==> src/sv/sdnf_pkg.sv <==
// Shared types, constants and the segment table of the number display formatter.
package sdnf_pkg;

    // Character cells on the display and bits per cell digit.
    localparam int DIGITS    = 10;
    localparam int DIG_W     = 4;
    localparam int VALUE_W   = 32;
    localparam int CONV_STEPS = VALUE_W;

    // Command kinds on the input channel.
    localparam logic [2:0] KIND_CLEAR    = 3'd0;
    localparam logic [2:0] KIND_BIN      = 3'd1;
    localparam logic [2:0] KIND_DEC_U    = 3'd2;
    localparam logic [2:0] KIND_DEC_S    = 3'd3;
    localparam logic [2:0] KIND_HEX_U    = 3'd4;
    localparam logic [2:0] KIND_HEX_S    = 3'd5;

    localparam logic [31:0] SIGN_BIT  = 32'h8000_0000;
    localparam logic [31:0] MAG_MASK  = 32'h7FFF_FFFF;
    localparam logic [31:0] DEC_LIMIT = 32'd999_999_999;
    localparam logic [31:0] DEC_NEG_LIMIT = SIGN_BIT + DEC_LIMIT;

    // Segment codes for the non-digit characters.
    localparam logic [7:0] SEG_BLANK = 8'h00;
    localparam logic [7:0] SEG_MINUS = 8'h01;
    localparam logic [7:0] SEG_B     = 8'hC7;
    localparam logic [7:0] SEG_H     = 8'hC3;

    // Bus values of the write sequence.
    localparam logic [3:0] ADDR_UNLOCK = 4'hF;
    localparam logic [3:0] DATA_UNLOCK = 4'h1;
    localparam logic [3:0] ADDR_CELLS  = 4'h0;

    // Write step numbering: the clear sequence uses every step, a show
    // sequence starts at the cell address write.
    localparam int STEP_W = 5;
    localparam logic [STEP_W-1:0] STEP_UNLOCK_ADDR = 5'd0;
    localparam logic [STEP_W-1:0] STEP_UNLOCK_DATA = 5'd1;
    localparam logic [STEP_W-1:0] STEP_CELL_ADDR   = 5'd2;
    localparam logic [STEP_W-1:0] STEP_DATA_FIRST  = 5'd3;
    localparam logic [STEP_W-1:0] STEP_LAST        = 5'd22;

    typedef enum logic [1:0] {
        MODE_CLEAR,
        MODE_BIN,
        MODE_DEC,
        MODE_HEX
    } t_mode;

    typedef struct packed {
        t_mode              mode;
        logic               neg;
        logic [VALUE_W-1:0] mag;
    } t_cmd;

    typedef enum logic [1:0] {
        ST_IDLE,
        ST_CONV,
        ST_SEND
    } t_back_state;

    typedef logic [DIGITS-1:0][DIG_W-1:0] t_digits;

    function automatic logic [7:0] seg_of_digit(input logic [3:0] d);
        logic [7:0] s;
        unique case (d)
            4'h0: s = 8'hEE;
            4'h1: s = 8'h60;
            4'h2: s = 8'h2F;
            4'h3: s = 8'h6D;
            4'h4: s = 8'hE1;
            4'h5: s = 8'hCD;
            4'h6: s = 8'hCF;
            4'h7: s = 8'h68;
            4'h8: s = 8'hEF;
            4'h9: s = 8'hED;
            4'hA: s = 8'hEB;
            4'hB: s = 8'hC7;
            4'hC: s = 8'h07;
            4'hD: s = 8'h67;
            4'hE: s = 8'h8F;
            4'hF: s = 8'h8B;
        endcase
        return s;
    endfunction

endpackage

==> src/sv/segment_display_number_formatter.sv <==
// Top level of the seven-segment number display formatter.
//
// Usage: a command beat on the input channel (i_valid/o_ready) carries a
// kind and a 32-bit value. Kind 0 unlocks and clears the display; kinds 1
// to 5 show the value as binary (low 8 bits), unsigned or signed decimal,
// or unsigned or signed hex. Kinds 6 and 7 are accepted and produce nothing.
// Each command yields a run of output beats (o_valid/i_ready), one per
// display bus write: reg_select, a 4-bit nibble, and last on the final
// write. A clear gives 23 beats, a show command 21 beats.
// Throughput: one beat per cycle while sending and the receiver is ready.
// A decimal command first runs the bit-serial binary to BCD conversion.
// The first beat of a command is offered after it has passed the queue,
// the sequencer state register (and for decimal the conversion) and the
// registered output beat. A two-entry command queue sits between the
// front end and the sequencer, so new commands are taken while one is
// being sent.
// A stalled receiver holds the registered output beat; the sequencer
// waits and the queue fills, after which o_ready drops.
// Reset empties the queue and drops any partly sent sequence.
module segment_display_number_formatter (
    input  logic        i_clk,
    input  logic        i_rst_n,
    input  logic        i_valid,
    output logic        o_ready,
    input  logic [2:0]  i_kind,
    input  logic [31:0] i_value,
    output logic        o_valid,
    input  logic        i_ready,
    output logic        o_reg_select,
    output logic [3:0]  o_nibble,
    output logic        o_last
);
    import sdnf_pkg::*;

    logic w_q_full;
    logic w_push;
    t_cmd w_push_cmd;
    logic w_pop;
    logic w_q_valid;
    t_cmd w_q_cmd;

    // Classification of each command beat into a display mode and magnitude.
    sdnf_front u_front (
        .i_valid  (i_valid),
        .o_ready  (o_ready),
        .i_kind   (i_kind),
        .i_value  (i_value),
        .i_q_full (w_q_full),
        .o_push   (w_push),
        .o_cmd    (w_push_cmd)
    );

    // Decouples command intake from the write sequencer.
    sdnf_queue u_queue (
        .i_clk   (i_clk),
        .i_rst_n (i_rst_n),
        .i_push  (w_push),
        .i_cmd   (w_push_cmd),
        .o_full  (w_q_full),
        .i_pop   (w_pop),
        .o_valid (w_q_valid),
        .o_cmd   (w_q_cmd)
    );

    // Digit conversion and bus write sequencing with a registered output.
    sdnf_back u_back (
        .i_clk        (i_clk),
        .i_rst_n      (i_rst_n),
        .i_q_valid    (w_q_valid),
        .i_q_cmd      (w_q_cmd),
        .o_q_pop      (w_pop),
        .o_valid      (o_valid),
        .i_ready      (i_ready),
        .o_reg_select (o_reg_select),
        .o_nibble     (o_nibble),
        .o_last       (o_last)
    );

endmodule

==> src/sv/sdnf_front.sv <==
// Front end: accepts commands, drops unknown kinds and resolves sign and clamping.
module sdnf_front (
    input  logic                 i_valid,
    output logic                 o_ready,
    input  logic [2:0]           i_kind,
    input  logic [31:0]          i_value,
    input  logic                 i_q_full,
    output logic                 o_push,
    output sdnf_pkg::t_cmd       o_cmd
);
    import sdnf_pkg::*;

    logic w_known;

    always_comb begin
        o_cmd.mode = MODE_CLEAR;
        o_cmd.neg  = 1'b0;
        o_cmd.mag  = i_value;
        w_known    = 1'b1;
        unique case (i_kind)
            KIND_CLEAR: begin
                o_cmd.mode = MODE_CLEAR;
            end
            KIND_BIN: begin
                o_cmd.mode = MODE_BIN;
            end
            KIND_DEC_U: begin
                o_cmd.mode = MODE_DEC;
            end
            KIND_DEC_S: begin
                o_cmd.mode = MODE_DEC;
                // Minus zero is not negative and shows as a plain number.
                if (i_value > SIGN_BIT) begin
                    o_cmd.neg = 1'b1;
                    o_cmd.mag = (i_value > DEC_NEG_LIMIT) ? DEC_LIMIT : (i_value & MAG_MASK);
                end
            end
            KIND_HEX_U: begin
                o_cmd.mode = MODE_HEX;
            end
            KIND_HEX_S: begin
                o_cmd.mode = MODE_HEX;
                if (i_value > SIGN_BIT) begin
                    o_cmd.neg = 1'b1;
                    o_cmd.mag = i_value & MAG_MASK;
                end
            end
            default: begin
                w_known = 1'b0;
            end
        endcase
    end

    assign o_ready = !i_q_full;
    assign o_push  = i_valid && !i_q_full && w_known;

endmodule

==> src/sv/sdnf_queue.sv <==
// Two-entry command queue between the front end and the write sequencer.
module sdnf_queue (
    input  logic                 i_clk,
    input  logic                 i_rst_n,
    input  logic                 i_push,
    input  sdnf_pkg::t_cmd       i_cmd,
    output logic                 o_full,
    input  logic                 i_pop,
    output logic                 o_valid,
    output sdnf_pkg::t_cmd       o_cmd
);
    import sdnf_pkg::*;

    t_cmd       r_mem [2];
    logic       r_wr_ptr;
    logic       r_rd_ptr;
    logic [1:0] r_count;

    logic w_push;
    logic w_pop;

    assign o_full  = (r_count == 2'd2);
    assign o_valid = (r_count != 2'd0);
    assign o_cmd   = r_mem[r_rd_ptr];
    assign w_push  = i_push && !o_full;
    assign w_pop   = i_pop && o_valid;

    always_ff @(posedge i_clk) begin
        if (w_push) begin
            r_mem[r_wr_ptr] <= i_cmd;
        end
    end

    always_ff @(posedge i_clk) begin
        if (!i_rst_n) begin
            r_wr_ptr <= 1'b0;
            r_rd_ptr <= 1'b0;
            r_count  <= 2'd0;
        end else begin
            if (w_push) begin
                r_wr_ptr <= !r_wr_ptr;
            end
            if (w_pop) begin
                r_rd_ptr <= !r_rd_ptr;
            end
            if (w_push && !w_pop) begin
                r_count <= r_count + 2'd1;
            end else if (w_pop && !w_push) begin
                r_count <= r_count - 2'd1;
            end
        end
    end

endmodule

==> src/sv/sdnf_back.sv <==
// Back end: converts one command to cell digits and sequences the bus writes.
module sdnf_back (
    input  logic                 i_clk,
    input  logic                 i_rst_n,
    input  logic                 i_q_valid,
    input  sdnf_pkg::t_cmd       i_q_cmd,
    output logic                 o_q_pop,
    output logic                 o_valid,
    input  logic                 i_ready,
    output logic                 o_reg_select,
    output logic [3:0]           o_nibble,
    output logic                 o_last
);
    import sdnf_pkg::*;

    t_back_state         r_state, n_state;
    t_mode               r_mode, n_mode;
    logic                r_neg, n_neg;
    t_digits             r_dig, n_dig;
    logic [VALUE_W-1:0]  r_bin, n_bin;
    logic [4:0]          r_cnt, n_cnt;
    logic [STEP_W-1:0]   r_step, n_step;
    logic                r_out_valid, n_out_valid;
    logic                r_out_rs, n_out_rs;
    logic [3:0]          r_out_nib, n_out_nib;
    logic                r_out_last, n_out_last;

    t_digits             w_adj;
    logic [3:0]          w_used;
    logic [STEP_W-1:0]   w_j;
    logic [3:0]          w_cell;
    logic [7:0]          w_seg;
    logic                w_fire;

    // Add-3 adjustment of each BCD digit before the next shift.
    always_comb begin
        for (int i = 0; i < DIGITS; i++) begin
            w_adj[i] = (r_dig[i] >= 4'd5) ? r_dig[i] + 4'd3 : r_dig[i];
        end
    end

    // Count of significant digits, at least one so that zero shows '0'.
    always_comb begin
        w_used = 4'd1;
        for (int i = 0; i < DIGITS; i++) begin
            if (r_dig[i] != '0) begin
                w_used = 4'(i + 1);
            end
        end
    end

    // Cell being sent: highest cell first, low nibble before high nibble.
    assign w_j    = r_step - STEP_DATA_FIRST;
    assign w_cell = 4'(DIGITS - 1) - 4'(w_j[STEP_W-1:1]);

    always_comb begin
        w_seg = SEG_BLANK;
        unique case (r_mode)
            MODE_CLEAR: begin
                w_seg = SEG_BLANK;
            end
            MODE_BIN: begin
                if (w_cell == 4'(DIGITS - 1)) begin
                    w_seg = SEG_B;
                end else if (w_cell < 4'd8) begin
                    w_seg = seg_of_digit(r_dig[w_cell]);
                end
            end
            MODE_DEC, MODE_HEX: begin
                if (r_mode == MODE_HEX && w_cell == 4'(DIGITS - 1)) begin
                    w_seg = SEG_H;
                end else if (w_cell < w_used) begin
                    w_seg = seg_of_digit(r_dig[w_cell]);
                end else if (r_neg && w_cell == w_used) begin
                    w_seg = SEG_MINUS;
                end
            end
        endcase
    end

    assign w_fire = (r_state == ST_SEND) && (!r_out_valid || i_ready);

    always_comb begin
        n_state     = r_state;
        n_mode      = r_mode;
        n_neg       = r_neg;
        n_dig       = r_dig;
        n_bin       = r_bin;
        n_cnt       = r_cnt;
        n_step      = r_step;
        n_out_valid = r_out_valid && !i_ready;
        n_out_rs    = r_out_rs;
        n_out_nib   = r_out_nib;
        n_out_last  = r_out_last;
        o_q_pop     = 1'b0;

        unique case (r_state)
            ST_IDLE: begin
                if (i_q_valid) begin
                    o_q_pop = 1'b1;
                    n_mode  = i_q_cmd.mode;
                    n_neg   = i_q_cmd.neg;
                    n_bin   = i_q_cmd.mag;
                    n_cnt   = '0;
                    n_dig   = '0;
                    unique case (i_q_cmd.mode)
                        MODE_CLEAR: begin
                            n_step  = STEP_UNLOCK_ADDR;
                            n_state = ST_SEND;
                        end
                        MODE_BIN: begin
                            for (int i = 0; i < 8; i++) begin
                                n_dig[i] = {3'b000, i_q_cmd.mag[i]};
                            end
                            n_step  = STEP_CELL_ADDR;
                            n_state = ST_SEND;
                        end
                        MODE_DEC: begin
                            n_state = ST_CONV;
                        end
                        MODE_HEX: begin
                            n_dig   = t_digits'({8'h00, i_q_cmd.mag});
                            n_step  = STEP_CELL_ADDR;
                            n_state = ST_SEND;
                        end
                    endcase
                end
            end
            ST_CONV: begin
                // One shift-and-adjust step of the binary to BCD conversion.
                // The whole digit vector moves up by one bit.
                n_dig = {w_adj[DIGITS-1][DIG_W-2:0], w_adj[DIGITS-2:0], r_bin[VALUE_W-1]};
                n_bin = {r_bin[VALUE_W-2:0], 1'b0};
                n_cnt = r_cnt + 5'd1;
                if (r_cnt == 5'(CONV_STEPS - 1)) begin
                    n_step  = STEP_CELL_ADDR;
                    n_state = ST_SEND;
                end
            end
            ST_SEND: begin
                if (w_fire) begin
                    n_out_valid = 1'b1;
                    n_out_last  = (r_step == STEP_LAST);
                    priority if (r_step == STEP_UNLOCK_ADDR) begin
                        n_out_rs  = 1'b0;
                        n_out_nib = ADDR_UNLOCK;
                    end else if (r_step == STEP_UNLOCK_DATA) begin
                        n_out_rs  = 1'b1;
                        n_out_nib = DATA_UNLOCK;
                    end else if (r_step == STEP_CELL_ADDR) begin
                        n_out_rs  = 1'b0;
                        n_out_nib = ADDR_CELLS;
                    end else begin
                        n_out_rs  = 1'b1;
                        n_out_nib = w_j[0] ? w_seg[7:4] : w_seg[3:0];
                    end
                    n_step = r_step + 5'd1;
                    if (r_step == STEP_LAST) begin
                        n_state = ST_IDLE;
                    end
                end
            end
            default: begin
                n_state = ST_IDLE;
            end
        endcase
    end

    always_ff @(posedge i_clk) begin
        if (!i_rst_n) begin
            r_state     <= ST_IDLE;
            r_out_valid <= 1'b0;
        end else begin
            r_state     <= n_state;
            r_out_valid <= n_out_valid;
        end
    end

    always_ff @(posedge i_clk) begin
        r_mode     <= n_mode;
        r_neg      <= n_neg;
        r_dig      <= n_dig;
        r_bin      <= n_bin;
        r_cnt      <= n_cnt;
        r_step     <= n_step;
        r_out_rs   <= n_out_rs;
        r_out_nib  <= n_out_nib;
        r_out_last <= n_out_last;
    end

    assign o_valid      = r_out_valid;
    assign o_reg_select = r_out_rs;
    assign o_nibble     = r_out_nib;
    assign o_last       = r_out_last;

endmodule
==> config.mk <==
export PLATFORM = sky130hd
export DESIGN_NAME = segment_display_number_formatter
export DESIGN_NICKNAME = d
export VERILOG_FILES = /design/src/sv/sdnf_pkg.sv /design/src/sv/segment_display_number_formatter.sv /design/src/sv/sdnf_front.sv /design/src/sv/sdnf_queue.sv /design/src/sv/sdnf_back.sv
export SDC_FILE = /design/constraint.sdc
export NUM_CORES = 1
export LEC_CHECK = 0
export ABC_AREA = 1
export BUFFER_PORTS_ARGS = -buffer_cell sky130_fd_sc_hd__buf_2
export CAP_MARGIN = 0
export CORE_ASPECT_RATIO = 1.1
export CORE_MARGIN = 1
export CORE_UTILIZATION = 62
export DETAILED_ROUTE_END_ITERATION = 8
export PLACE_DENSITY = 0.92
export SLEW_MARGIN = 20
export SYNTH_ARGS = -nofsm -noshare
export SYNTH_HDL_FRONTEND = slang
export SYNTH_SLANG_ARGS = --single-unit
==> constraint.sdc <==
create_clock -name i_clk -period 8.4 [get_ports i_clk]
set_input_delay 1.26 -clock i_clk [delete_from_list [all_inputs] [get_ports i_clk]]
set_output_delay 1.26 -clock i_clk [all_outputs]
set_load 0.01 [all_outputs]
# Yosys cells after proc, flatten, opt, wreduce, memory -nomap -nowiden
# Memories as Yosys holds them, arrays and structs flattened. A register that Yosys moved wholly into a read port is not among the register bits.
# Cells that the tools add are included.
# word_totals
ff_bits,98
mem_bits_rw,70
rom_bits,224
in_bits,39
out_inout_bits,8
word_cells,197
mem_count,3
# memory_table
memory,words,width,read_ports,rd_ports_with_merged_regs,wr,line,source
(no name shown),16,7,1,0,0,sdnf_pkg.sv:66,unique case (d)
(no name shown),16,7,1,0,0,sdnf_pkg.sv:66,
u_queue.r_mem,2,35,1,1,1,sdnf_queue.sv:14,t_cmd r_mem [2];
# op_classes
n_addsub,16
order_cmp,15
n_eq_ne,25
mux,66
reduce_logical,48
# op_table
op,count
$pmux W32 S2,2
$pmux W40 S2,1
$mux W33,2
$pmux W33 S2,1
$gt A32 B32 Y1 const B,2
$mux W4,16
$ge A4 B3 Y1 const B,10
$mux W40,1
$add A4 B2 Y4 const B,9
$reduce_bool A4 Y1,9
$mux W32,1
$mux W8,4
$mux W31,1
$pmux W8 S3,1
$mux W5,4
$pmux W5 S2,2
$bmux W4 S4,1
$mux W2,8
$mux W3,5
$pmux W5 S3,1
$eq A2 B2 Y1 const B,6
$mux W1,12
$pmux W2 S3,2
$add A5 B1 Y5 const B,2
other kinds (35),67

# Depth between registers and ports, before layout
# depth
word_depth,19
ltp_mapped,23
mapped_depth_nobuf,21

# By module
# A second synthesis with hierarchy kept.
# unflattened
cells_unflattened,1063
area_unflattened_um2,9869.5
# by_module_without_submodules
mod,instances,cells_per_inst,area_per_inst_um2,seq_area_each_um2
sdnf_back,1,754,6246.0,2792.7
sdnf_queue,1,146,2925.3,2202.1
sdnf_front,1,163,698.2,0.0

# Least setup slack after synthesis
# OpenSTA, ideal clock, no wires.
# synth_path
path_type,flip-flop to flip-flop
from,register u_back.r_state[1]
to,"register u_back.r_bin[0], enable pin"
setup_ns,0.619
arrival_ns,6.229
required_ns,7.781
setup_slack_ns,1.552
stages_incl_launch_ff,5
n_path_buf,0
period_less_slack_ns,6.848
path_cell_list,dfxtp_1 inv_1 ha_1 clkinv_1 o21ai_0
# synth_via
elab_chain_cells,3
elab_cells_between_ends,5
classes_between,eq/ne: 2; reduce/logical: 3
# synth_rtl
item,line,source
from (decl),sdnf_back.sv:16,"t_back_state r_state, n_state;"
from (signal assigned),sdnf_back.sv:174,r_state <= n_state;
$eq A2 B1 Y1 or $logic_not A2 Y1 (tied branches),sdnf_back.sv:97,unique case (r_state)
$reduce_bool A2 Y1 (no source line) or $ne A2 B2 Y1 (tied branches),--,
$reduce_and A2 Y1 (no source line) *,--,
to (signal assigned),sdnf_back.sv:183,r_bin <= n_bin;
to (decl),sdnf_back.sv:20,"logic [VALUE_W-1:0] r_bin, n_bin;"
# Mark *: on every way between the ends. The rest lies on a longest branch, timed or not.
# A chain may end at the register's enable or synchronous reset.

# Worst setup path after layout
# layout_path
from,register u_back.r_step[0]
to,"register u_back.r_out_nib[1], in the netlist u_back.o_nibble[1] (data pin)"
# layout_via
elab_chain_cells,11
elab_cells_between_ends,21
classes_between,add/sub: 2; order compare: 2; eq/ne: 3; mux: 10; reduce/logical: 2; memory: 2
# layout_rtl
item,line,source
from (decl),sdnf_back.sv:22,"logic [STEP_W-1:0] r_step, n_step;"
from (signal assigned),sdnf_back.sv:185,r_step <= n_step;
$sub A5 B2 Y5,sdnf_back.sv:53,assign w_j = r_step - STEP_DATA_FIRST;
$sub A4 B4 Y4,sdnf_back.sv:54,assign w_cell = 4'(DIGITS - 1) - 4'(w_j[STEP_W-1:1]);
$bmux W4 S4,"sdnf_back.sv:66, sdnf_back.sv:73",
$mux W4 (implied by the code),"sdnf_back.sv:66, sdnf_back.sv:73",
$mem_v2 Z16 W7,--,
"$mux W8, on equally long branches","sdnf_back.sv:72, sdnf_back.sv:65",
"$mux W8, on equally long branches","sdnf_back.sv:70, sdnf_back.sv:63",
$pmux W8 S3,sdnf_back.sv:58,unique case (r_mode)
$mux W4,sdnf_back.sv:155,n_out_nib = w_j[0] ? w_seg[7:4] : w_seg[3:0];
$mux W4,sdnf_back.sv:150,end else if (r_step == STEP_CELL_ADDR) begin
$mux W4,sdnf_back.sv:147,end else if (r_step == STEP_UNLOCK_DATA) begin
to (signal assigned),sdnf_back.sv:187,r_out_nib <= n_out_nib;
to (decl),sdnf_back.sv:25,"logic [3:0] r_out_nib, n_out_nib;"
# Several ways; a longest one is shown, not always the timed one. The select of a mux whose other input is x is not followed.

==> metrics.txt <==
HPWL Detailed around 14 mm; max_slew headroom ~33%; most common cell in the synthesized netlist nand2_1; number of I/O port buffers 46; area share of the largest cell type after synthesis 51.9%; total grt overflow 0; Setup TNS Final 0 ps; Area Overhead vs Synth 10.6%; R2R depth 21; Crit-path slowest cell ha_1; Total Wirelength 21.5 mm; Main synth FF type edfxtp_1; Yosys cell types 40; cells along the critical path ha_1, inv_1, nand2_1, nand2_1, ha_1, clkinv_1, nand2_1, nand3_1, nand3_1, nand3_1, nand2_1, inv_1, ha_1, inv_1, nand2_1, nor2_1, nor2_1, nand2_1, nand2_1, nand3_1, nand2_1; Slew @ Worst Pin ~1000 ps; final count of hold timing violations 0; Skew-Pair Late Insertion Delay about 440 ps; synth cell count leaders nand2_1, edfxtp_1, nor2_1; most used cell, CP nand2_1; first-pass GRT wire length around 34 mm; post-CTS setup buffers 0; Max Cap Violations 0; Worst EP arrival 4250 ps; ranking of synthesized cells by area edfxtp_1, nand2_1, ha_1; Clock Tree Buf Depth 2; syn_area_per_cell 8.93 um2; area of the core 14,600 um2; DR vias/cell ~6; H-tree depth 4; drt first pass iters 6; Post-Route M1 WL approximately 8.4 mm; largest net degree at the start of global routing 78; clock sink count around 170; vias 7,614; outcome complete, no violations; Initial Util between 60 and 70%; Seq cells post-synth 169; drt initial violations roughly 890; # diodes 0; register area share after synthesis approximately 54%; Post-CTS Hold Buffers 0; Fmax achieved around 0.25 GHz; CP Capture Type flip-flop; total CTS buffers 17; Max FO, Critical Path 17; warnings from Yosys 0; Async SR Flop Fraction 0%; Setup Skew 6.93 ps; RSZ-0062 raised after global routing no; DR top layer met4; All-Layer GR Usage 28.2%; I/O pin cnt 47; Reg clk slew, reported paths 70 ps; crit-path max cell delay approximately 700 ps; kind of critical path flip-flop to flip-flop; Final Wtd Congestion 0.854; Cells after Synth about 1,000; die width about 120 um; Chip Height ~130 um; Met3 Wirelength between 1 and 1.5 mm; TritonCTS clock tree built; worst hold path depth 1; antenna-violating nets left 0; initial antenna violation count 0; CP startpoint kind flip-flop; drt drc 0; share of layout cells above drive strength 1 9.87%; wire per inst about 17 um; Post-Syn Nets roughly 1,100; Cell Rows 46; Tightest Hold Check Type flip-flop to flip-flop; synthesized area around 9300 um2; Final Max Slew Viols 0; post-cts sizing count 0; Tcrit/Tclk final between 40% and 50%; vias in the first global route ~7,000; Tmin final slightly above 4000 ps; clock root buffer clkbuf_16; area of the die roughly 16,000 um2; Final nets 1,161; area leader, netlist edfxtp_1; Post-synth EDFFs 161; WP data required between 8000 and 9000 ps; WL met2 about 11 mm; Finish-stage setup viols 0
logic make-up after synthesis:
kind of cell,after synthesis,share of synthesized area [%]
AOI/OAI and AO/OA,190,11.4
adders and majority gates,41,5.51
xor gates and xnor gates,13,1.51
and+or+nand+nor,463,20.9
DFF,169,53.7
buffers and inverters,167,7.04
sequential cells by signal (all words and copies together) (netlist names), 2 cells and up, named ones only:
register	flops
u_back.o_nibble	4
u_back.r_state	2
u_back.r_bin	32
u_back.r_step	5
u_queue.r_mem	70
u_back.r_mode	2
u_back.r_cnt	5
u_queue.r_count	2
u_back.r_dig	40
layout make-up:
class                   count  area, um2
repair buffers             52        275
flip-flops and latches    169       4990
fillers                   995       4260
clock inverters            15        181
clock buffers              17        425
multi-input cells         707       3680
inverters                 134        503
well taps                 192        240
cell usage in the layout (no fill, tap or decap), types with 2 or more instances in the layout:
| cell | Yosys | routed |
|---|---|---|
| o211ai_1 | 5 | 5 |
| nor2_1 | 129 | 127 |
| nand2_1 | 231 | 231 |
| a21boi_0 | 8 | 8 |
| edfxtp_1 | 161 | 161 |
| a21oi_1 | 43 | 43 |
| buf_4 | 2 | 6 |
| inv_2 | 3 | 3 |
| inv_1 | 128 | 128 |
| dfxtp_1 | 8 | 8 |
| nor4_1 | 6 | 6 |
| nand4_1 | 10 | 10 |
| o221ai_1 | 8 | 8 |
| inv_6 | 0 | 4 |
| nor3_1 | 6 | 6 |
| clkinv_1 | 3 | 3 |
| nor2_2 | 0 | 2 |
| or2_2 | 3 | 3 |
| nand3_1 | 63 | 63 |
| o22ai_1 | 19 | 19 |
| xor2_1 | 11 | 11 |
| bufinv_16 | 0 | 2 |
| buf_2 | 11 | 46 |
| clkbuf_16 | 0 | 17 |
| o21ai_0 | 101 | 100 |
| nand3b_1 | 3 | 3 |
| inv_8 | 0 | 3 |
| nand2_4 | 2 | 2 |
| ha_1 | 41 | 40 |
| clkinvlp_4 | 0 | 3 |
| nand2_2 | 5 | 5 |
| nand3_2 | 2 | 2 |
stage by stage:
stage / setup slack [ps] / util, % / instance area [um2] / hold slack (ps) / instances
floorplan: 1550 / - / 9310 / 425 / 1043
global route: 3900 / 70.7 / 10300 / 505 / 1286
finish: 4350 / 70.7 / 10300 / 482 / 1286
CTS: 4400 / 70.7 / 10300 / 481 / 1286
global placement: 4590 / 66.5 / 9690 / 434 / 1254
detailed placement: 4420 / 66.5 / 9690 / 465 / 1254
worst max-delay path, delay by kind of cell, from the launching register on:
family,cells,cell delay [ps]
buffers and inverters,4,670
and+or+nand+nor,14,1290
DFF,1,550
adders and majority gates,3,1300
worst paths after layout:
kind                                    from                          endpoint  slack (ps)
max               u_back.r_step[0]$_DFFE_PP_  u_back.o_nibble[1]$_SDFFCE_PP1P_        4350
min          u_queue.r_count[0]$_SDFFE_PN0P_   u_queue.r_count[0]$_SDFFE_PN0P_         480
max reg2reg       u_back.r_step[0]$_DFFE_PP_  u_back.o_nibble[1]$_SDFFCE_PP1P_        4350
min reg2reg  u_queue.r_count[0]$_SDFFE_PN0P_   u_queue.r_count[0]$_SDFFE_PN0P_         480
layer usage:
metal | up-vias | track usage [%]
met5 | - | 0
met4 | 0 | 15.3
met3 | 64 | 5.16
met2 | 402 | 49.2
met1 | 3539 | 33.7
li1 | 3609 | -
Power is not shown: default switching activity piles up to over one toggle a cycle in this logic, so the estimate is an artifact.
